$ cat config.mk
export PLATFORM = sky130hd
export DESIGN_NAME = gsp_ram
export DESIGN_NICKNAME = d
export VERILOG_FILES = /design/src/hdl/gsp_ram.sv
export SDC_FILE = /design/constraint.sdc
export NUM_CORES = 2
export LEC_CHECK = 0
export ABC_AREA = 1
export BUFFER_PORTS_ARGS = -buffer_cell sky130_fd_sc_hd__buf_4
export CAP_MARGIN = 25
export CORE_UTILIZATION = 25
export CTS_CLUSTER_SIZE = 25
export DETAILED_ROUTE_END_ITERATION = 8
export PLACE_DENSITY_LB_ADDON = 0.12
export SLEW_MARGIN = 20
export SYNTH_ARGS = -nofsm -noshare
export SYNTH_HDL_FRONTEND = slang
export SYNTH_SLANG_ARGS = --single-unit
$ cat constraint.sdc
create_clock -name clk -period 2.1 [get_ports clk]
set_input_delay 0.315 -clock clk [delete_from_list [all_inputs] [get_ports clk]]
set_output_delay 0.315 -clock clk [all_outputs]
set_load 0.005 [all_outputs]
$ cat src/hdl/gsp_ram.sv
// Generic single-port RAM with one access per cycle (a read, plus a write when we is set) and registered read data.
// Depends on nothing.
module gsp_ram #(
	parameter int WIDTH = 8,
	parameter int DEPTH = 256
) (
	input  logic                     clk,
	input  logic                     we,
	input  logic [$clog2(DEPTH)-1:0] addr,
	input  logic [WIDTH-1:0]         wdata,
	output logic [WIDTH-1:0]         rdata
);
	logic [WIDTH-1:0] mem_q [DEPTH];

	always_ff @(posedge clk) begin
		if (we) begin
			mem_q[addr] <= wdata;
		end
		rdata <= mem_q[addr];
	end
endmodule

==> results.cfg <==
[clock_network]
clockRootBuffer = clkbuf_16
tritoncts = yes
clockBufferDepth = 4
clock_latency_ps = 900
clock-sinks = 2056
clk_pin_slew_ps = 60
htreeDepth = 4
cts_buffers = 233

[worst_setup_path]
crit_arrival_ps = 2770
crit_path_max_fanout = 1
worstSetupPathType = reg -> reg
path_delay_family = simple AND/OR/NAND/NOR gates
timing.rr.start = mem_q[179][6]
crit_top_cell = nand2_1
max_stage_delay_ps = 360
critical_path.cell_chain = nand2_1, nand2_1, nand2_1, nand2_1, nand2_1, nand2_1, o21ai_1, buf_4, nand2_2, nor2_2, nor2_1, buf_4, nor2_4, nand2_1
crit_required_ps = 2840
start_kind = flip-flop
endpoint_kind = flip-flop
slowest_stage = edfxtp_1
path_buf_inv = 2
worstSetupStartpoint = mem_q[179][6]

[timing]
fin_skew_ps = 72.12
tightest_slew_ps = 922.4
fin_crit_sh_pct = 96.61
worst_slew_margin_rel_pct = 38.28
drv_slew = 0
max_freq_mhz = 492.9
hold_viol = 0
period_needed_ps = 2029
setup_viol = 0

[drt]
drt_wl_total_um = 288000
drc_errors = 0
vias = 57557
drt_iter0_markers = 4286
wl_per_cell_um = 21.40
antenna_left = 0
routed_via_density = 4.276
drt_pass1_iterations = 5

[synth]
syn_nets = 8039
ys_ff_latch = 2056
synth_top_area_share_pct = 72.47
synth.top_cells.by_area = edfxtp_1, nand2_1, nor2_1
synth_warnings = 0
synthCells = 8021
yosysTopAreaCell = edfxtp_1
ys_types = 18
syn_area_um2 = 84860
ys_seq_area_share_pct = 72.66
syn_area_per_cell_um2 = 10.58

[finish]
final_nets = 8774
area_growth_pct = 24.41
layout-drive-gt1-share_pct = 14.96
mostFrequentLayoutCells = nand2_1, edfxtp_1, buf_4, nor2_1, clkbuf_16
n_fill_cell = 34563
fin_cells = 13459
final_common_cell = nand2_1

[global_routing]
grt_start_max_net_pins = 62
grt_pass1_wl_um = 416800
grt_antenna_before_repair = 18
grt.total_usage_pct = 16.73
gr-total-overflow = 0
grt_pass1_vias = 58788

[power]
seq_power_share_pct = 49.7
p_sw_share_pct = 23.43
internal_power_w = 0.06984
powerDensity_nw_per_um2 = 864.0
clockPowerShare_pct = 43.3
peakVddDrop_mv = 0.7627
p_leak_nw = 42.00
power_frac_comb_pct = 7.0
power_w = 0.09121
p_sw_w = 0.02137

[die]
die_w_um = 584.6
start_util_pct = 25.17
dieArea_um2 = 341800
fp-row-count = 213
fp.dieH_um = 584.6
core_area_um2 = 337100
ioPinCount = 26

[min_path]
worstHoldStart = we
hold_class = in -> reg

[run_status]
status = complete, no violations

[placed_design]
hpwl_um = 190800
place_inst = 13026
place_congestion = 0.8135
port_buffers = 25

[run]
maxCapViolations = 0
what timing repair did:
action / CTS / global route
setup buffers: 0 / 2
hold endpoints to repair: 286 / 0
hold buffers: 8 / 0
resized for setup: 43 / 50
pin swaps: 2 / 20
setup endpoints to repair: 11 / 7
Yosys cell counts:
cell type	count
nand3_1	188
nand2_1	4770
inv_1	31
dfxtp_1	8
clkbuf_1	170
buf_4	6
o21ai_1	119
nor2_8	1
buf_2	182
buf_1	52
nand2_4	1
a21oi_1	32
nor2_1	361
inv_2	2
inv_4	2
buf_6	7
o21ai_0	41
edfxtp_1	2048
final timing paths:
path	endpoint	slack, ps	depth (start not counted)
min	mem_q[184][6]	190	3
min reg2reg	rdata[7]	930	10
max reg2reg	rdata[6]	70	14
max	rdata[6]	70	14
through the flow:
stage	area, µm²	TNS (ps)	utilization, %	hold slack [ps]	setup slack, ps
detailed placement	97980	-748290	29.06	742.8	-1262
finish	105600	0	31.31	185.7	71.23
CTS	105400	-51.45	31.26	109.0	-51.45
global placement	97980	-745580	29.06	740.9	-1281
global route	105600	-30.18	31.31	176.2	-30.18
floorplan	84940	-35230	-	413.9	-55.27
power by group through the flow:
stage	clock [W]	combinational (W)	sequential, W
floorplan	0	0.00258	0.0461
global placement	0	0.00643	0.0462
detailed placement	0	0.00640	0.0462
CTS	0.0407	0.00647	0.0453
global route	0.0421	0.00698	0.0453
finish	0.0395	0.00635	0.0453
layer usage:
| metal | up-vias | global-route usage, % | wire length (µm) |
|---|---|---|---|
| li1 | 27880 | - | - |
| met1 | 28210 | 23.08 | 132900 |
| met2 | 1086 | 27.48 | 134100 |
| met3 | 377 | 2.154 | 12680 |
| met4 | 4 | 4.693 | 8227 |
| met5 | - | 0 | 25 |
cell type report:
| cell class | instances | area (µm²) | area share, % |
|---|---|---|---|
| Timing Repair Buffer | 917 | 9248 | 8.760 |
| Clock inverter | 112 | 978.4 | 0.9268 |
| Sequential cell | 2056 | 61660 | 58.41 |
| Multi-Input combinational cell | 5513 | 21610 | 20.47 |
| Clock buffer | 304 | 6225 | 5.896 |
| Antenna cell | 7 | 17.52 | 0.01659 |
| Inverter | 35 | 172.7 | 0.1636 |
| Tap cell | 4515 | 5649 | 5.351 |
sequential cells by signal, indices dropped and copies added, names as in the netlist:
| register | count |
|---|---|
| rdata | 8 |
| mem_q | 2048 |
logic make-up after synthesis:
kind of cell,count (synthesis),share of synthesized area [%]
AOI/OAI and AO/OA,192,1.132
and+or+nand+nor,5321,23.84
DFF,2056,72.66
buffers and inverters,452,2.362
worst register-to-register path: stages (launching register included):
cell,delay (ps)
edfxtp_1,360
nand2_1,70
nand2_1,50
nand2_1,50
nand2_1,60
nand2_1,120
nand2_1,70
o21ai_1,140
buf_4,130
nand2_2,100
nor2_2,140
nor2_1,60
buf_4,140
nor2_4,280
nand2_1,110
No activity file was read; power rests on OpenSTA's default activity.
